File: src/rtl/pgl_ram.sv
// Generic single-port-write, single-port-read RAM with bit mask and registered read.
`default_nettype none
module pgl_ram #(
  parameter int unsigned WIDTH = 8,
  parameter int unsigned DEPTH = 16
) (
  input  wire logic                                         clk_i,
  input  wire logic                                         we_i,
  input  wire logic [((DEPTH > 1) ? $clog2(DEPTH) : 1)-1:0] waddr_i,
  input  wire logic [WIDTH-1:0]                             wmask_i,
  input  wire logic [WIDTH-1:0]                             wdata_i,
  input  wire logic [((DEPTH > 1) ? $clog2(DEPTH) : 1)-1:0] raddr_i,
  output      logic [WIDTH-1:0]                             rdata_o
);

  localparam int unsigned AW = (DEPTH > 1) ? $clog2(DEPTH) : 1;

  logic [WIDTH-1:0] mem_q [DEPTH];
  logic [WIDTH-1:0] rdata_q;
  logic [AW-1:0]    unused_w;

  assign unused_w = waddr_i;

  // read returns the old word on a same-address collision
  always_ff @(posedge clk_i) begin
    if (we_i) begin
      mem_q[unused_w] <= (mem_q[unused_w] & ~wmask_i) | (wdata_i & wmask_i);
    end
    rdata_q <= mem_q[raddr_i];
  end

  assign rdata_o = rdata_q;

endmodule
`default_nettype wire

File: config.mk
export PLATFORM = sky130hd
export DESIGN_NAME = pgl_ram
export DESIGN_NICKNAME = d
export VERILOG_FILES = /design/src/rtl/pgl_ram.sv
export SDC_FILE = /design/constraint.sdc
export NUM_CORES = 1
export LEC_CHECK = 0
export BUFFER_PORTS_ARGS = -buffer_cell sky130_fd_sc_hd__buf_2
export CAP_MARGIN = 20
export CORE_MARGIN = 2
export CORE_UTILIZATION = 30
export CTS_CLUSTER_DIAMETER = 30
export DETAILED_ROUTE_END_ITERATION = 10
export PLACE_DENSITY_LB_ADDON = 0.3
export SETUP_SLACK_MARGIN = 0.15
export SLEW_MARGIN = 40
export SYNTH_ARGS = -nofsm -noshare
export SYNTH_HDL_FRONTEND = slang
export SYNTH_SLANG_ARGS = --single-unit
File: constraint.sdc
create_clock -name clk_i -period 1.98 [get_ports clk_i]
set_input_delay 0.198 -clock clk_i [delete_from_list [all_inputs] [get_ports clk_i]]
set_output_delay 0.198 -clock clk_i [all_outputs]
set_load 0.02 [all_outputs]
==> results.toml <==
[outcome]
status = "finished clean"

[global_routing]
grt_pass1_vias = 3820
grt_max_degree = 33
antenna_found_initial = 0
grt_pass1_wl_mm = 24.2
overflow = 0
grtUsageTotal_pct = 15.6

[floorplanning]
die_y_um = 149
core_region_area_um2 = 20800
die_w_um = 149
initial_core_util_pct = 30.2
pin_count = 34
dieArea_um2 = 22200
rows = 53

[clocking]
post-cts-setup-buffer-count = 0
path_clk_slew_ns = 0.06
cts_tree = "done"
cts.sink_count = 136
ctsResizeCount = 0
clk_latency_ns = 0.42
hold_buffers = 0
cts_buffers = 17
clockBufferDepth = 2
ctsRootBufferMaster = "clkbuf_16"
htreeDepth = 4

[min_path]
hold_class = "input port to flip-flop"
worstHoldPathCells = 3
hold_end = "mem_q[5][2]$_DFFE_PP_"
min_from = "wmask_i[2]"

[finish]
utilization_pct = 37.4
multi_input_area_um2 = 2190
num_antenna_cells = 0
layout.nets = 433
drive_above_1_share_pct = 44.2
final_cell_mix = "edfxtp_1 (128), buf_4 (55), buf_2 (33), mux4_2 (32), mux4_1 (24)"
fin_cells = 694
syn2layout_area_growth_pct = 23.6
ff_latch_area_um2 = 4000
n_fill_cell = 1938
final_common_cell = "edfxtp_1"

[logic_synthesis]
postSynthAreaPerCell_um2 = 19.9
ys.flop_type = "edfxtp_1"
synth_cell_types = 30
ys_async_sr_fraction_pct = 0
yosys_register_bits = 136
synth_area_um2 = 6300
syn_nets = 342
synth_seq_area_share_pct = 63.6
ys.warnings.count = 0
synth_edf_count = 128
synth_cells = 316

[critical_path]
worst_setup_path_start_kind = "flip-flop"
crit_required_ns = 2.15
end_kind = "flip-flop"
cp_top_family = "compound AO/OA/AOI/OAI gates"
arrival_ns = 1.92
reg2reg_slack_ns = 0.23
cp_slowest_stage_delay_ns = 0.40
r2r-end = "mem_q[3][6]$_DFFE_PP_"
ff2ff_path_depth = 4
path_cells = "mux2_1, a222oi_1, a32oi_2, buf_4"
critical_path_class = "flip-flop to flip-flop"
worstPathMaxFanout = 8
crit_slowest_cell = "a222oi_1"
reg2reg_from = "mem_q[6][6]$_DFFE_PP_"
critPathBufInv = 1

[timing]
fin_setup_tns_ns = 0
finalMaxSlewViolations = 0
hold_viol_final = 0
rsz0062_at_grt = "false"
fmax_mhz = 572
fin_crit_sh_pct = 88.3
skew_ns = 0.00669
period_needed_ns = 1.75
slew_headroom_pct = 55.4
worst_pin_slew_ns = 0.668
setup_viol = 0

[routing]
wl_met2_mm = 8.61
detail_route.wirelength_mm = 16.5
vias = 3562
wl_met1_mm = 6.60
detail_route.wl_per_cell_um = 23.7
top_layer = "met4"
drtIter0Drc = 287
drc = 0
ant_nets = 0
route.met3.wl_um = 833
drt_first_pass_iters = 4
via_per_inst = 5.13

[placement]
gp_congestion = 0.885
hpwlAfterDp_mm = 11.4
port_buffers = 33
dp_cells = 663

[power]
cellPowerDensity_nw_per_um2 = 851
power.leakage_uw = 0.00268
power_uw = 6620
peakVddDrop_uv = 326

[flow_run]
drv_cap = 0
## area by class of cell
class | instances | share of cell area [%]
Multi-Input combinational cell | 150 | 28.2
Clock buffer | 18 | 5.51
Clock inverter | 13 | 1.09
Sequential cell | 136 | 51.4
Tap cell | 275 | 4.42
Timing Repair Buffer | 94 | 8.97
Inverter | 8 | 0.386
## power by group
part           total [uW]  internal (uW)  switching, uW
clock                2730           1570           1160
sequential           3270           3250           19.5
combinational         629            295            334
## flip-flops by register name, indices dropped and copies added (netlist names)
name     cells
mem_q      128
rdata_o      8
## per-layer routing
layer	up-vias	global-route usage [%]
met5	-	0
met4	0	6.71
met3	27	3.43
met2	111	26.8
met1	1855	19.1
li1	1569	-
## worst max-delay path by stage
stage,start,to,depth (start not counted)
CTS,mem_q[6][6]$_DFFE_PP_,mem_q[3][6]$_DFFE_PP_,4
global placement,waddr_i[0],mem_q[14][1]$_DFFE_PP_,5
global route,mem_q[6][6]$_DFFE_PP_,mem_q[3][6]$_DFFE_PP_,4
finish,mem_q[6][6]$_DFFE_PP_,mem_q[3][6]$_DFFE_PP_,4
floorplan,waddr_i[1],mem_q[0][0]$_DFFE_PP_,5
detailed placement,waddr_i[0],mem_q[3][6]$_DFFE_PP_,5
## metrics by stage
step                      hold WS [ns]  setup WS [ns]  area [um2]
after global placement           0.616        -0.0462        7260
after global routing             0.232          0.160        7780
after CTS                        0.223          0.199        7780
after floorplan                  0.507          0.162        6370
after detailed placement         0.614        -0.0205        7260
final                            0.240          0.231        7780
## kinds of logic after synthesis
| family | share of synthesized area (%) |
|---|---|
| flip-flops | 63.6 |
| multiplexers | 27.2 |
| AO/OA/AOI/OAI | 3.97 |
| AND/OR/NAND/NOR | 2.54 |
| buffers and inverters | 2.72 |
## synth_stat cells, drive strengths merged (2+ instances only)
master  count  share of area (%)
edfxtp    128                 61
mux4       56                 21
mux2       32                5.7
buf        17                1.9
nor2       14               0.83
a22oi      10                1.2
dfxtp       8                2.5
inv         8               0.48
a21oi       7               0.56
a222oi      7                1.1
a32oi       7               0.97
clkbuf      5               0.30
nor3        4               0.32
and3b       2               0.28
nand2b      2               0.20
nand3b      2               0.24
## tightest hold or removal path, cell delays in order
cell	delay [ns]
buf_2	0.10
a32oi_2	0.05
buf_4	0.14
Note: power is estimated with default switching activity, not from simulation.
