`src/rtl/pgl_pkg.sv`:
```
// Shared constants, types and action codes for the partition group list manager.
`default_nettype none
package pgl_pkg;

  // Node store depth; the null link and the full group count both equal it.
  localparam int unsigned MAX_NODES = 1024;
  localparam int unsigned NW = (MAX_NODES > 1) ? $clog2(MAX_NODES) : 1;  // node / group index
  localparam int unsigned LW = $clog2(MAX_NODES + 1);                    // link or count

  localparam logic [LW-1:0] NODE_NIL = LW'(MAX_NODES);
  localparam logic [LW-1:0] CNT_MAX  = LW'(MAX_NODES);

  // Fixed field widths of the beats
  localparam int unsigned ACT_W  = 3;
  localparam int unsigned NODE_W = 11;
  localparam int unsigned GSEL_W = 10;
  localparam int unsigned GRP_W  = 10;
  localparam int unsigned CNT_W  = 11;
  localparam int unsigned MEM_W  = 10;

  localparam int unsigned CMPW = (LW > NODE_W) ? LW : NODE_W;

  localparam int unsigned S_FIELDS_W = 2 * NODE_W + GSEL_W;
  localparam int unsigned S_TDATA_W  = ((S_FIELDS_W + 7) / 8) * 8;

  localparam logic [CNT_W-1:0] NODE_COUNT_RST = 11'd1024;

  // Action codes
  localparam logic [ACT_W-1:0] ACT_INIT   = 3'd0;
  localparam logic [ACT_W-1:0] ACT_CREATE = 3'd1;
  localparam logic [ACT_W-1:0] ACT_MOVE   = 3'd2;
  localparam logic [ACT_W-1:0] ACT_SAME   = 3'd3;
  localparam logic [ACT_W-1:0] ACT_INFO   = 3'd4;
  localparam logic [ACT_W-1:0] ACT_PAIR   = 3'd5;

  typedef struct packed {
    logic [NW-1:0] grp;
    logic [LW-1:0] prev;
    logic [LW-1:0] next;
  } node_word_t;

  typedef struct packed {
    logic [LW-1:0] head;
    logic [LW-1:0] members;
  } group_word_t;

  localparam int unsigned NODE_WORD_W  = $bits(node_word_t);
  localparam int unsigned GROUP_WORD_W = $bits(group_word_t);

  typedef struct packed {
    logic             we;
    logic [NW-1:0]    waddr;
    node_word_t       wmask;
    node_word_t       wdata;
    logic [NW-1:0]    raddr;
  } node_req_t;

  typedef struct packed {
    logic             we;
    logic [NW-1:0]    waddr;
    group_word_t      wmask;
    group_word_t      wdata;
    logic [NW-1:0]    raddr;
  } group_req_t;

  // Result beat, same_group in the lowest bit
  typedef struct packed {
    logic [CNT_W-1:0] groups_used;
    logic             error;
    logic             found;
    logic [MEM_W-1:0] second_member;
    logic [MEM_W-1:0] first_member;
    logic [CNT_W-1:0] size_of_group;
    logic [GRP_W-1:0] group_of_node;
    logic             same_group;
  } res_t;

  localparam int unsigned RES_W     = $bits(res_t);
  localparam int unsigned M_TDATA_W = ((RES_W + 7) / 8) * 8;

endpackage
`default_nettype wire

```
`src/rtl/pgl_obuf.sv`:
```
// One-entry output register between the sequencer and the result stream.
`default_nettype none
module pgl_obuf (
  input  wire logic          clk_i,
  input  wire logic          rst_ni,
  input  wire logic          in_valid_i,
  output      logic          in_ready_o,
  input  wire pgl_pkg::res_t in_data_i,
  output      logic          out_valid_o,
  input  wire logic          out_ready_i,
  output      pgl_pkg::res_t out_data_o
);
  import pgl_pkg::*;

  logic valid_q, valid_d;
  res_t data_q;

  assign in_ready_o = !valid_q || out_ready_i;

  always_comb begin
    valid_d = valid_q;
    if (in_valid_i && in_ready_o) begin
      valid_d = 1'b1;
    end else if (out_ready_i) begin
      valid_d = 1'b0;
    end
  end

  always_ff @(posedge clk_i or negedge rst_ni) begin
    if (!rst_ni) begin
      valid_q <= 1'b0;
    end else begin
      valid_q <= valid_d;
    end
  end

  always_ff @(posedge clk_i) begin
    if (in_valid_i && in_ready_o) begin
      data_q <= in_data_i;
    end
  end

  assign out_valid_o = valid_q;
  assign out_data_o  = data_q;

endmodule
`default_nettype wire

```
`config.mk`:
```
export PLATFORM = sky130hd
export DESIGN_NAME = pgl_obuf
export DESIGN_NICKNAME = d
export VERILOG_FILES = /design/src/rtl/pgl_pkg.sv /design/src/rtl/pgl_obuf.sv
export SDC_FILE = /design/constraint.sdc
export NUM_CORES = 1
export LEC_CHECK = 0
export BUFFER_PORTS_ARGS = -buffer_cell sky130_fd_sc_hd__buf_2
export CORE_MARGIN = 5
export CORE_UTILIZATION = 30
export DETAILED_ROUTE_END_ITERATION = 6
export PLACE_DENSITY = 0.7
export SLEW_MARGIN = 20
export SYNTH_ARGS = -nofsm -noshare
export SYNTH_HDL_FRONTEND = slang
export SYNTH_SLANG_ARGS = --single-unit
```
`constraint.sdc`:
```
create_clock -name clk_i -period 1.41 [get_ports clk_i]
set_input_delay 0.2115 -clock clk_i [delete_from_list [all_inputs] [get_ports clk_i]]
set_output_delay 0.2115 -clock clk_i [all_outputs]
set_load 0.05 [all_outputs]
```
==> results summary <==
The overall power of the completed layout is 3330 uW. The detailed router placed about 1000 vias in this run. Wires add up to roughly 3500 um. The tightest min-delay check is of the primary input to flop type. The initial core utilization came out at between 30% and 40%. The count of unresolved DRC violations after routing is 0. The run finished with clean final reports.

The worst-case IR drop observed on VDD is 0.904 mV. The final worst-path cycle share came out at around 90%. Along the worst path, the maximum fanout reaches 3. The initial antenna violation count came to 0. The post-route worst setup slack is 0.139 ns. The wire length of the first global-routing pass is approximately 5500 um. The TritonCTS sink count is 56. The primary flip-flop cell chosen by synthesis mapping is edfxtp_1. Setup repair after global routing left no endpoint under its margin. The register bit total from synthesis is 56.

Once layout is done, the placed cells without fillers occupy approximately 2500 um^2. Leaving out filler cells and counting taps, the final layout contains between 200 and 300. The most used standard cell by instance count after synthesis is edfxtp_1. The distinct cell type count after synthesis is 5. The area growth from synthesis to final layout is 47.2%. The share of async-settable or async-resettable flops after synthesis is 1.79%.

The number of buffers added on ports is about 120. Headroom to the max-slew limit came out at between 80% and 90%. The H-tree was split into 2 levels. By area the synthesized netlist is led by edfxtp_1 97%, dfrtp_1 1.5%, nand2b_4 0.81%, and2_4 0.51%, nand2b_1 0.37%. STA classifies the critical path endpoint as an output pin. The share of layout cells above drive strength 1 came out at about two thirds. The required arrival time at the worst endpoint is around 1.2 ns.

The region available for standard cell placement spans ~5500 um^2. The number of global-route vias before repair is 1123. The category of the worst setup path launch point is a flop.

The transition time of the tightest slew-check pin came out at ~0.26 ns. The vertical die dimension is around 85 um. The proportion of netlist area held by the largest area contributor is a little over nine tenths. The die width came out at around 85 um. The number of fillers in the final layout came out at between 400 and 500. The number of nets at the end of the flow is roughly 240. The number of antenna diodes came out at 0. The commonest cells after synthesis are 55 x edfxtp_1, 1 x and2_4, 1 x dfrtp_1, 1 x nand2b_1, 1 x nand2b_4.

The buffer levels on the longest clock path came out at 2. The register area share after synthesis came out at 98.3%. After the first detailed-routing iteration, the DRC count stood at 15. The yosys synthesis warning count came out at 0. Global routing used between 10% and 20% of the available tracks. The final critical delay including setup and external delays came out at 1.27 ns. Using the TritonRoute via totals, the vias-per-cell ratio works out to around 3.9. At the end of routability-driven placement, the weighted congestion stood at around 0.69. Post-CTS repair changed the size of 0 cells. The critical path in this run is classified as flop to output pin. The number of setup buffers added after CTS came out at 0.

The number of setup violations in the final report came out at 0. The count of standard-cell rows is 27. The wire length per cell is around 14 um. Averaged over all synthesized cells, the footprint is between 20 and 30 um^2.

The clock skew after layout is between 0.007 and 0.008 ns. The number of max-slew violations in the final report came out at 0. Across the run, the number of max-cap violations was 0. The clock-pin slew of the registers on the worst-case setup and hold paths is approximately 0.090 ns. The sum of overflow across all layers after global routing came out at 0. The count of flip-flops with a built-in enable after synthesis came out at 55. The total power density per cell area came out at roughly 1300 nW/um^2. Once detail routing completed, the nets flagged for antenna violations numbered 0. Entering global routing, the biggest net connects 26 pins.

The number of iterations in the first detailed-routing pass came out at 3. The number of placed cells counting well taps is roughly 250. The reported leakage power is around 0.0011 uW. The clock root buffer is clkbuf_8. The data arrival time of the critical path is 1.06 ns. TritonCTS built the clock tree.

The post-synthesis net count is ~120. Of all cell types, the one taking the most synthesized area is edfxtp_1. The post-synthesis instance area is between 1500 and 2000 um^2. The maximum frequency from static timing analysis is 787 MHz.

The number of clock buffers inserted by TritonCTS came out at 5. The worst slack after detailed placement came out at 0.203 ns. The I/O pin total came out at 116.

The final count of hold timing violations was 0. The quantity of hold-fixing buffers added after cts came out at 1. The clock insertion delay at the later pin of the skew report is ~0.3 ns. The post-placement cell area is 2410 um^2. The post-synthesis instance total is a little under 60. The area enclosed by the die boundary is about 7300 um^2.
-- flip-flops by register name, summed over array words and instances (netlist names) --
signal       cells
out_data_o      55
out_valid_o      1
-- per-stage QoR --
stage / hold WS, ns / utilization, % / setup TNS, ns
floorplan: -0.0841 / - / -11.67
global placement: -0.00838 / 43.8 / 0
detailed placement: -0.00277 / 43.8 / 0
CTS: 0.0669 / 45.6 / 0
global route: 0.0554 / 45.6 / 0
finish: 0.0811 / 45.6 / 0
-- per-layer routing --
layer | wire length, um | share of wire, % | global-route usage [%] | up-vias
li1 | - | - | - | 482
met5 | 0 | 0 | 0 | -
met4 | 46 | 1.3 | 4.17 | 0
met3 | 731 | 21 | 8.64 | 4
met1 | 1070 | 31 | 9.68 | 445
met2 | 1660 | 47 | 15.7 | 78
-- path summary, 6_finish.rpt --
kind	slack, ns	cells past startpoint	endpoint	startpoint
max reg2reg	0.19	3	out_data_o[19]	out_valid_o
max	0.14	2	in_ready_o	out_valid_o
min	0.08	1	out_data_o[29]	in_data_i[29]
min in group asynchronous	0.23	2	out_valid_o	rst_ni
min reg2reg	0.54	2	out_valid_o	out_valid_o
max in group asynchronous	1.07	2	out_valid_o	rst_ni
-- placed cells by master (no fill, tap or decap) --
| cell | n |
|---|---|
| edfxtp_1 | 55 |
| buf_12 | 2 |
| buf_2 | 115 |
| and2_4 | 1 |
| clkbuf_1 | 1 |
| clkbuf_8 | 5 |
| clkinvlp_4 | 1 |
| nand2b_4 | 1 |
| dfrtp_2 | 1 |
| nand2b_1 | 1 |
| clkinv_4 | 1 |
| dlygate4sd3_1 | 1 |
-- critical path: stages (launching register included) --
cell and delay, ns:
dfrtp_2 0.43, nand2b_4 0.07, buf_2 0.26
-- cells by family after synthesis --
kind of cell  synth area share [%]
flops                         98.3
simple gates                  1.69
-- power breakdown --
group / switching (uW) / leakage, uW / total (uW) / internal [uW]
combinational: 409 / 0.000489 / 544 / 135
clock: 481 / 0.0000414 / 835 / 354
sequential: 18.4 / 0.000534 / 1950 / 1940
-- layout make-up --
cell class                      instances  area (um^2)  area share, %
Timing Repair Buffer                  118          626           24.9
Multi-Input combinational cell          3         28.8           1.15
Clock buffer                            6         72.6           2.89
Tap cell                               72         90.1           3.59
Clock inverter                          2         16.3          0.648
Sequential cell                        56         1680           66.8
Note: power is estimated with default switching activity, not from simulation.
