[config.mk]
export PLATFORM = sky130hd
export DESIGN_NAME = pgl_seq
export DESIGN_NICKNAME = d
export VERILOG_FILES = /design/src/rtl/pgl_pkg.sv /design/src/rtl/pgl_seq.sv
export SDC_FILE = /design/constraint.sdc
export NUM_CORES = 1
export LEC_CHECK = 0
export BUFFER_PORTS_ARGS = -buffer_cell sky130_fd_sc_hd__buf_4
export CORE_MARGIN = 1.5
export CORE_UTILIZATION = 55
export CTS_CLUSTER_DIAMETER = 80
export CTS_CLUSTER_SIZE = 8
export DETAILED_ROUTE_END_ITERATION = 10
export PLACE_DENSITY = 0.81
export SYNTH_ARGS = -nofsm -noshare
export SYNTH_HDL_FRONTEND = slang
export SYNTH_SLANG_ARGS = --single-unit
[constraint.sdc]
create_clock -name clk_i -period 5.2 [get_ports clk_i]
set_input_delay 0.52 -clock clk_i [delete_from_list [all_inputs] [get_ports clk_i]]
set_output_delay 0.52 -clock clk_i [all_outputs]
set_load 0.05 [all_outputs]
[src/rtl/pgl_pkg.sv]
// Shared constants, types and action codes for the partition group list manager.
`default_nettype none
package pgl_pkg;

  // Node store depth; the null link and the full group count both equal it.
  localparam int unsigned MAX_NODES = 1024;
  localparam int unsigned NW = (MAX_NODES > 1) ? $clog2(MAX_NODES) : 1;  // node / group index
  localparam int unsigned LW = $clog2(MAX_NODES + 1);                    // link or count

  localparam logic [LW-1:0] NODE_NIL = LW'(MAX_NODES);
  localparam logic [LW-1:0] CNT_MAX  = LW'(MAX_NODES);

  // Fixed field widths of the beats
  localparam int unsigned ACT_W  = 3;
  localparam int unsigned NODE_W = 11;
  localparam int unsigned GSEL_W = 10;
  localparam int unsigned GRP_W  = 10;
  localparam int unsigned CNT_W  = 11;
  localparam int unsigned MEM_W  = 10;

  localparam int unsigned CMPW = (LW > NODE_W) ? LW : NODE_W;

  localparam int unsigned S_FIELDS_W = 2 * NODE_W + GSEL_W;
  localparam int unsigned S_TDATA_W  = ((S_FIELDS_W + 7) / 8) * 8;

  localparam logic [CNT_W-1:0] NODE_COUNT_RST = 11'd1024;

  // Action codes
  localparam logic [ACT_W-1:0] ACT_INIT   = 3'd0;
  localparam logic [ACT_W-1:0] ACT_CREATE = 3'd1;
  localparam logic [ACT_W-1:0] ACT_MOVE   = 3'd2;
  localparam logic [ACT_W-1:0] ACT_SAME   = 3'd3;
  localparam logic [ACT_W-1:0] ACT_INFO   = 3'd4;
  localparam logic [ACT_W-1:0] ACT_PAIR   = 3'd5;

  typedef struct packed {
    logic [NW-1:0] grp;
    logic [LW-1:0] prev;
    logic [LW-1:0] next;
  } node_word_t;

  typedef struct packed {
    logic [LW-1:0] head;
    logic [LW-1:0] members;
  } group_word_t;

  localparam int unsigned NODE_WORD_W  = $bits(node_word_t);
  localparam int unsigned GROUP_WORD_W = $bits(group_word_t);

  typedef struct packed {
    logic             we;
    logic [NW-1:0]    waddr;
    node_word_t       wmask;
    node_word_t       wdata;
    logic [NW-1:0]    raddr;
  } node_req_t;

  typedef struct packed {
    logic             we;
    logic [NW-1:0]    waddr;
    group_word_t      wmask;
    group_word_t      wdata;
    logic [NW-1:0]    raddr;
  } group_req_t;

  // Result beat, same_group in the lowest bit
  typedef struct packed {
    logic [CNT_W-1:0] groups_used;
    logic             error;
    logic             found;
    logic [MEM_W-1:0] second_member;
    logic [MEM_W-1:0] first_member;
    logic [CNT_W-1:0] size_of_group;
    logic [GRP_W-1:0] group_of_node;
    logic             same_group;
  } res_t;

  localparam int unsigned RES_W     = $bits(res_t);
  localparam int unsigned M_TDATA_W = ((RES_W + 7) / 8) * 8;

endpackage
`default_nettype wire

[src/rtl/pgl_seq.sv]
// Action sequencer: read-modify-write of the node and group memories per action.
`default_nettype none
module pgl_seq (
  input  wire logic                       clk_i,
  input  wire logic                       rst_ni,
  input  wire logic                       cfg_we_i,
  input  wire logic [pgl_pkg::CNT_W-1:0]  cfg_data_i,
  input  wire logic                       in_valid_i,
  output      logic                       in_ready_o,
  input  wire logic [pgl_pkg::ACT_W-1:0]  action_i,
  input  wire logic [pgl_pkg::NODE_W-1:0] node_a_i,
  input  wire logic [pgl_pkg::NODE_W-1:0] node_b_i,
  input  wire logic [pgl_pkg::GSEL_W-1:0] group_sel_i,
  output      pgl_pkg::node_req_t         node_req_o,
  input  wire pgl_pkg::node_word_t        node_rd_i,
  output      pgl_pkg::group_req_t        group_req_o,
  input  wire pgl_pkg::group_word_t       group_rd_i,
  output      logic                       res_valid_o,
  input  wire logic                       res_ready_i,
  output      pgl_pkg::res_t              res_o
);
  import pgl_pkg::*;

  localparam logic [4:0] S_IDLE = 5'd0;
  localparam logic [4:0] S_INIT = 5'd1;
  localparam logic [4:0] S_MV_B = 5'd2;
  localparam logic [4:0] S_UL_A = 5'd3;
  localparam logic [4:0] S_UL_G = 5'd4;
  localparam logic [4:0] S_UL_N = 5'd5;
  localparam logic [4:0] S_LK_G = 5'd6;
  localparam logic [4:0] S_LK_N = 5'd7;
  localparam logic [4:0] S_SG_A = 5'd8;
  localparam logic [4:0] S_SG_B = 5'd9;
  localparam logic [4:0] S_SG_G = 5'd10;
  localparam logic [4:0] S_IF_A = 5'd11;
  localparam logic [4:0] S_IF_G = 5'd12;
  localparam logic [4:0] S_IF_N = 5'd13;
  localparam logic [4:0] S_PR_G = 5'd14;
  localparam logic [4:0] S_PR_N = 5'd15;
  localparam logic [4:0] S_DONE = 5'd16;

  logic [4:0]       state_q, state_d;
  logic [CNT_W-1:0] node_count_q, node_count_d;
  logic [LW-1:0]    active_n_q, active_n_d;
  logic [LW-1:0]    ngn_q, ngn_d;
  logic             init_done_q, init_done_d;

  logic [NW-1:0]    cnt_q, cnt_d;
  logic [NW-1:0]    a_q, a_d;
  logic [NW-1:0]    b_q, b_d;
  logic [NW-1:0]    g_q, g_d;
  logic [NW-1:0]    ga_q, ga_d;
  logic [LW-1:0]    p_q, p_d;
  logic [LW-1:0]    nx_q, nx_d;
  logic [LW-1:0]    h_q, h_d;
  logic [LW-1:0]    size_q, size_d;
  res_t             res_q, res_d;

  logic             a_ok, b_ok, gs_ok;
  logic [LW-1:0]    n_init;
  logic [LW-1:0]    cnt_ext;
  group_word_t      pair_gw;

  assign a_ok  = CMPW'(node_a_i) < CMPW'(active_n_q);
  assign b_ok  = CMPW'(node_b_i) < CMPW'(active_n_q);
  assign gs_ok = CMPW'(group_sel_i) < CMPW'(MAX_NODES);

  // node count 0 is taken as 1, large values saturate
  always_comb begin
    if (node_count_q == '0) begin
      n_init = LW'(1);
    end else if (CMPW'(node_count_q) > CMPW'(MAX_NODES)) begin
      n_init = CNT_MAX;
    end else begin
      n_init = LW'(node_count_q);
    end
  end

  assign cnt_ext = LW'(cnt_q);

  // group memory holds no content before the first init: read as empty
  always_comb begin
    if (init_done_q) begin
      pair_gw = group_rd_i;
    end else begin
      pair_gw.head    = NODE_NIL;
      pair_gw.members = '0;
    end
  end

  always_comb begin
    state_d      = state_q;
    node_count_d = cfg_we_i ? cfg_data_i : node_count_q;
    active_n_d   = active_n_q;
    ngn_d        = ngn_q;
    init_done_d  = init_done_q;
    cnt_d        = cnt_q;
    a_d          = a_q;
    b_d          = b_q;
    g_d          = g_q;
    ga_d         = ga_q;
    p_d          = p_q;
    nx_d         = nx_q;
    h_d          = h_q;
    size_d       = size_q;
    res_d        = res_q;
    node_req_o   = '0;
    group_req_o  = '0;

    case (state_q)
      S_IDLE: begin
        node_req_o.raddr  = (action_i == ACT_MOVE) ? NW'(node_b_i) : NW'(node_a_i);
        group_req_o.raddr = NW'(group_sel_i);
        if (in_valid_i) begin
          a_d   = NW'(node_a_i);
          b_d   = NW'(node_b_i);
          res_d = '0;
          case (action_i)
            ACT_INIT: begin
              active_n_d = n_init;
              ngn_d      = LW'(1);
              cnt_d      = '0;
              state_d    = S_INIT;
            end
            ACT_CREATE: begin
              if (a_ok && (ngn_q != CNT_MAX)) begin
                g_d     = NW'(ngn_q);
                ngn_d   = ngn_q + LW'(1);
                state_d = S_UL_A;
              end else begin
                res_d.error = 1'b1;
                state_d     = S_DONE;
              end
            end
            ACT_MOVE: begin
              if (a_ok && b_ok) begin
                state_d = S_MV_B;
              end else begin
                res_d.error = 1'b1;
                state_d     = S_DONE;
              end
            end
            ACT_SAME: begin
              if (a_ok && b_ok) begin
                state_d = S_SG_A;
              end else begin
                res_d.error = 1'b1;
                state_d     = S_DONE;
              end
            end
            ACT_INFO: begin
              if (a_ok) begin
                state_d = S_IF_A;
              end else begin
                res_d.error = 1'b1;
                state_d     = S_DONE;
              end
            end
            ACT_PAIR: begin
              res_d.group_of_node = GRP_W'(group_sel_i);
              if (gs_ok) begin
                state_d = S_PR_G;
              end else begin
                res_d.error = 1'b1;
                state_d     = S_DONE;
              end
            end
            default: begin
              state_d = S_DONE;
            end
          endcase
        end
      end

      // one entry of both memories per cycle
      S_INIT: begin
        node_req_o.we         = 1'b1;
        node_req_o.waddr      = cnt_q;
        node_req_o.wmask      = '1;
        node_req_o.wdata.grp  = '0;
        node_req_o.wdata.prev = ((cnt_q != '0) && (cnt_ext < active_n_q)) ?
                                (cnt_ext - LW'(1)) : NODE_NIL;
        node_req_o.wdata.next = ((cnt_ext + LW'(1)) < active_n_q) ?
                                (cnt_ext + LW'(1)) : NODE_NIL;
        group_req_o.we        = 1'b1;
        group_req_o.waddr     = cnt_q;
        group_req_o.wmask     = '1;
        if (cnt_q == '0) begin
          group_req_o.wdata.head    = '0;
          group_req_o.wdata.members = active_n_q;
        end else begin
          group_req_o.wdata.head    = NODE_NIL;
          group_req_o.wdata.members = '0;
        end
        cnt_d = cnt_q + NW'(1);
        if (cnt_q == NW'(MAX_NODES - 1)) begin
          init_done_d         = 1'b1;
          res_d.size_of_group = CNT_W'(active_n_q);
          state_d             = S_DONE;
        end
      end

      S_MV_B: begin
        g_d              = node_rd_i.grp;
        node_req_o.raddr = a_q;
        state_d          = S_UL_A;
      end

      S_UL_A: begin
        ga_d              = node_rd_i.grp;
        p_d               = node_rd_i.prev;
        nx_d              = node_rd_i.next;
        group_req_o.raddr = node_rd_i.grp;
        state_d           = S_UL_G;
      end

      // unlink: count down, fix head or predecessor
      S_UL_G: begin
        group_req_o.we                = 1'b1;
        group_req_o.waddr             = ga_q;
        group_req_o.wdata.head        = nx_q;
        group_req_o.wdata.members     = (group_rd_i.members != '0) ?
                                        (group_rd_i.members - LW'(1)) : group_rd_i.members;
        group_req_o.wmask.members     = '1;
        group_req_o.wmask.head        = (p_q == NODE_NIL) ? '1 : '0;
        if (p_q != NODE_NIL) begin
          node_req_o.we         = 1'b1;
          node_req_o.waddr      = NW'(p_q);
          node_req_o.wmask.next = '1;
          node_req_o.wdata.next = nx_q;
        end
        state_d = S_UL_N;
      end

      S_UL_N: begin
        if (nx_q != NODE_NIL) begin
          node_req_o.we         = 1'b1;
          node_req_o.waddr      = NW'(nx_q);
          node_req_o.wmask.prev = '1;
          node_req_o.wdata.prev = p_q;
        end
        group_req_o.raddr = g_q;
        state_d           = S_LK_G;
      end

      // link at head of the target group
      S_LK_G: begin
        h_d                       = group_rd_i.head;
        size_d                    = group_rd_i.members + LW'(1);
        group_req_o.we            = 1'b1;
        group_req_o.waddr         = g_q;
        group_req_o.wmask         = '1;
        group_req_o.wdata.head    = LW'(a_q);
        group_req_o.wdata.members = group_rd_i.members + LW'(1);
        node_req_o.we             = 1'b1;
        node_req_o.waddr          = a_q;
        node_req_o.wmask          = '1;
        node_req_o.wdata.grp      = g_q;
        node_req_o.wdata.prev     = NODE_NIL;
        node_req_o.wdata.next     = group_rd_i.head;
        state_d                   = S_LK_N;
      end

      S_LK_N: begin
        if (h_q != NODE_NIL) begin
          node_req_o.we         = 1'b1;
          node_req_o.waddr      = NW'(h_q);
          node_req_o.wmask.prev = '1;
          node_req_o.wdata.prev = LW'(a_q);
        end
        res_d.group_of_node = GRP_W'(g_q);
        res_d.size_of_group = CNT_W'(size_q);
        res_d.first_member  = MEM_W'(a_q);
        state_d             = S_DONE;
      end

      S_SG_A: begin
        ga_d             = node_rd_i.grp;
        node_req_o.raddr = b_q;
        state_d          = S_SG_B;
      end

      S_SG_B: begin
        res_d.same_group    = (node_rd_i.grp == ga_q);
        res_d.group_of_node = GRP_W'(ga_q);
        group_req_o.raddr   = ga_q;
        state_d             = S_SG_G;
      end

      S_SG_G: begin
        res_d.size_of_group = CNT_W'(group_rd_i.members);
        state_d             = S_DONE;
      end

      S_IF_A: begin
        ga_d              = node_rd_i.grp;
        group_req_o.raddr = node_rd_i.grp;
        state_d           = S_IF_G;
      end

      S_IF_G: begin
        res_d.group_of_node = GRP_W'(ga_q);
        res_d.size_of_group = CNT_W'(group_rd_i.members);
        if (group_rd_i.head == NODE_NIL) begin
          res_d.error = 1'b1;
          state_d     = S_DONE;
        end else if (group_rd_i.head != LW'(a_q)) begin
          res_d.first_member = MEM_W'(group_rd_i.head);
          state_d            = S_DONE;
        end else begin
          // node is the head: report its successor
          node_req_o.raddr = NW'(group_rd_i.head);
          state_d          = S_IF_N;
        end
      end

      S_IF_N: begin
        if (node_rd_i.next == NODE_NIL) begin
          res_d.error = 1'b1;
        end else begin
          res_d.first_member = MEM_W'(node_rd_i.next);
        end
        state_d = S_DONE;
      end

      S_PR_G: begin
        res_d.size_of_group = CNT_W'(pair_gw.members);
        if (pair_gw.head == NODE_NIL) begin
          res_d.error = 1'b1;
          state_d     = S_DONE;
        end else begin
          h_d              = pair_gw.head;
          node_req_o.raddr = NW'(pair_gw.head);
          state_d          = S_PR_N;
        end
      end

      S_PR_N: begin
        if (node_rd_i.next != NODE_NIL) begin
          res_d.first_member  = MEM_W'(h_q);
          res_d.second_member = MEM_W'(node_rd_i.next);
          res_d.found         = 1'b1;
        end
        state_d = S_DONE;
      end

      S_DONE: begin
        if (res_ready_i) begin
          state_d = S_IDLE;
        end
      end

      default: begin
        state_d = S_IDLE;
      end
    endcase
  end

  always_ff @(posedge clk_i or negedge rst_ni) begin
    if (!rst_ni) begin
      state_q      <= S_IDLE;
      node_count_q <= NODE_COUNT_RST;
      active_n_q   <= '0;
      ngn_q        <= LW'(1);
      init_done_q  <= 1'b0;
    end else begin
      state_q      <= state_d;
      node_count_q <= node_count_d;
      active_n_q   <= active_n_d;
      ngn_q        <= ngn_d;
      init_done_q  <= init_done_d;
    end
  end

  always_ff @(posedge clk_i) begin
    cnt_q  <= cnt_d;
    a_q    <= a_d;
    b_q    <= b_d;
    g_q    <= g_d;
    ga_q   <= ga_d;
    p_q    <= p_d;
    nx_q   <= nx_d;
    h_q    <= h_d;
    size_q <= size_d;
    res_q  <= res_d;
  end

  assign in_ready_o  = (state_q == S_IDLE);
  assign res_valid_o = (state_q == S_DONE);

  always_comb begin
    res_o             = res_q;
    res_o.groups_used = CNT_W'(ngn_q);
  end

endmodule
`default_nettype wire

==> results.py <==
metrics = {
    "outcome": {
        "outcome": "complete, no violations",
    },
    "setup_path": {
        "crit_type": "reg2out",
        "crit_top_cell": "ha_1",
        "cp_max_fo": 10,
        "max_stage_delay_ps": 570,
        "required_ps": 4680,
        "crit_path_cell_trace": "ha_1, nand3_1, nor2_1, and3_1, xnor2_1, inv_1, ha_1, or4_1, a221o_1, o22ai_1, nand2_1, o21ai_0, buf_4",
        "critPathCaptureType": "output pin",
        "cp.arrival_ps": 4490,
        "critical-path-top-delay-family": "simple AND/OR/NAND/NOR gates",
        "cp_slowest_cell": "edfxtp_1",
        "critPathBufInv": 2,
        "critical_path.startpoint_type": "flop",
    },
    "die": {
        "core_sq_um": 20230,
        "die_w_um": 146.8,
        "ios": 312,
        "die_y_um": 146.8,
        "floorplan.initialDensity": 0.5619,
        "rows": 52,
        "dieArea_sq_um": 21540,
    },
    "grt": {
        "grt_pass1_wl_mm": 62.78,
        "grt_pass1_vias": 10202,
        "grt_overflow_total": 0,
        "grt_max_degree": 60,
        "grt_use_total": 0.3913,
        "antenna_found_initial": 0,
    },
    "cts": {
        "htreeDepth": 4,
        "numCtsBuffers": 17,
        "clkLatencyLatePin_ps": 440,
        "cts-root-buf": "clkbuf_16",
        "cts_tree": "built",
        "cts.clk_slew.worst_paths_ps": 80,
        "cts_sinks": 177,
        "clockBufferDepth": 2,
        "cts_setup_buffers": 0,
    },
    "cells_and_area": {
        "nFillCells": 1567,
        "final_nets": 1526,
        "area.growth.synth_to_final_pct": 24.53,
        "final_util": 0.6997,
        "layout-drive-gt1-share": 0.2894,
    },
    "sta": {
        "rsz0062_at_grt": "no",
        "final.setup_skew_ps": 13.57,
        "tightest_slew_ps": 1346,
        "period_share": 0.9627,
        "slew_headroom": 0.1027,
        "setup_tns_ps": 0,
        "fin_crit_ps": 5006,
        "hold_violations": 0,
        "setup_viol": 0,
        "final_max_slew_viol_count": 0,
        "max_freq_mhz": 199.8,
    },
    "logic_synthesis": {
        "synth_cell_types": 67,
        "synth_nets": 1294,
        "synth_top_area_cell": "edfxtp_1",
        "synth-seq-area-share": 0.4505,
        "ys.flop_type": "edfxtp_1",
        "yosysWarningCount": 0,
        "async_flop_share": 0.2203,
        "syn_inst": 1144,
        "ys_ff_latch": 177,
        "syn_area_per_cell_sq_um": 9.939,
        "synth_top_area_share": 0.3645,
        "yosys-top-cells-area": "edfxtp_1, dfrtp_1, ha_1, nand2_1, buf_4",
        "synth-edff-count": 138,
        "netlist_area_sq_um": 11370,
        "synth_most_common_cell": "edfxtp_1",
        "synthTopCellsByCount": "edfxtp_1, nand2_1, inv_1",
    },
    "worst_hold_path": {
        "hp-class": "in2async",
    },
    "routing": {
        "drtPass1Iterations": 7,
        "ant_nets": 0,
        "drt_first_iter_violations": 1763,
        "remaining_drc_errors": 0,
        "drt-vias-per-instance": 6.566,
        "routedWlPerCell_um": 25.84,
        "routed_wirelength_mm": 42.90,
        "vias": 10900,
    },
    "run": {
        "cap_violations": 0,
    },
    "power_and_ir_drop": {
        "switchingPower_w": 0.004864,
        "peakVddDrop_mv": 0.3656,
        "swShare": 0.5434,
        "combPwrFrac": 0.590,
        "internal_power_w": 0.004088,
        "p_seq_frac": 0.267,
        "pwr_density_cell_nw_per_um2": 632.3,
        "p_clk_frac": 0.144,
        "p_leak_nw": 6.193,
    },
    "placement": {
        "hpwl_mm": 32.12,
        "port-buffer-count": 311,
        "gp_congestion": 0.9912,
    },
}
-- state kept, by name (all words and copies together) (netlist names) --
signal and count:
ga_q 10, node_count_q 11, size_q 11, cnt_q 10, p_q 11, h_q 11, active_n_q 11, b_q 10
res_o 44, state_q 5, ngn_q 11, init_done_q 1, a_q 10, g_q 10, nx_q 11
-- layout make-up --
type,instances,area [sq um],share of cell area
inverters,72,270.3,0.01909
clock buffers,17,425.4,0.03005
well taps,270,337.8,0.02386
flip-flops and latches,177,5122,0.3618
clock inverters,15,163.9,0.01158
repair buffers,331,2485,0.1755
diodes,1,2.502,0.0001767
multi-input cells,777,5351,0.3780
-- power groups by stage --
stage	registers, W	clock network, W	logic [W]
2_1_floorplan	0.00271	0	0.00336
3_3_place_gp	0.00238	0	0.00516
3_5_place_dp	0.00239	0	0.00521
4_1_cts	0.00236	0.00129	0.00523
5_1_grt	0.00241	0.00135	0.00549
6_report	0.00239	0.00129	0.00528
-- worst paths after layout --
path	start	endpoint	slack, ps	depth (start not counted)
hold / removal	rst_ni	ngn_q[9]$_DFFE_PN0P_	40	1
max in group asynchronous	rst_ni	node_count_q[10]$_DFFE_PN1P_	4760	1
hold reg to reg	node_count_q[5]$_DFFE_PN0P_	active_n_q[5]$_DFFE_PN0P_	530	2
setup / recovery	cnt_q[0]$_SDFFCE_PN0P_	node_req_o[19]	190	13
setup reg to reg	state_q[1]$_DFFE_PN0P_	res_o[21]$_DFFE_PP_	1420	7
min in group clk_i	node_rd_i[14]	p_q[3]$_DFFE_PP_	260	1
-- logic make-up (layout without fill, tap and decap cells) --
kind of cell,Yosys count,count (layout),synth area share
DFF,177,177,0.4505
buffers and inverters,190,435,0.08088
xor gates and xnor gates,52,52,0.04006
and+or+nand+nor,369,369,0.1667
muxes,26,26,0.02509
adders and majority gates,46,46,0.05040
AOI/OAI and AO/OA,284,284,0.1863
other,0,1,0
-- through the flow --
| step | setup slack, ps | cells | hold slack, ps | total power [W] | instance area [sq um] |
|---|---|---|---|---|---|
| finish | 194.2 | 1660 | 43.57 | 0.008952 | 14160 |
| CTS | 265.4 | 1659 | 58.57 | 0.008877 | 14160 |
| global placement | 892.2 | 1627 | 501.3 | 0.007536 | 13570 |
| floorplan | 884.3 | 1144 | 224.4 | 0.006069 | 11370 |
| detailed placement | 741.4 | 1627 | 506.7 | 0.007601 | 13570 |
| global route | 8.093 | 1659 | 83.45 | 0.009251 | 14160 |
-- layout by cell type (no fill, tap or decap), drive strengths merged, types with 25 or more instances in the layout --
| master | Yosys | layout |
|---|---|---|
| buf | 65 | 331 |
| edfxtp | 138 | 138 |
| nand2 | 124 | 124 |
| inv | 71 | 78 |
| o21ai | 58 | 58 |
| ha | 45 | 45 |
| a22oi | 44 | 44 |
| nor2 | 44 | 44 |
| dfrtp | 37 | 37 |
| a222oi | 35 | 35 |
| nand3 | 33 | 33 |
| xnor2 | 32 | 32 |
| and2 | 28 | 28 |
| a221o | 26 | 26 |
| nor3 | 26 | 26 |
| a22o | 25 | 25 |
-- routing by layer --
metal,track usage,wire [um],vias to the layer above
met2,0.6236,20060,914
li1,-,-,4747
met4,0.1798,2051,0
met3,0.09410,5350,150
met5,0,0,-
met1,0.5063,15430,5089
-- repair_timing --
item                                    in CTS  in global routing
resized for setup                            0                  1
endpoints found under the setup margin       0                  1
hold buffers                                 0                  0
-- worst register-to-register path, stage by stage (launching register included) --
cell,delay [ps]
dfrtp_1,870
nor2_1,140
nand2_1,180
clkinv_1,720
a21oi_1,780
o21ai_0,320
a21oi_1,230
buf_4,250
No activity file was read; power rests on OpenSTA's default activity.
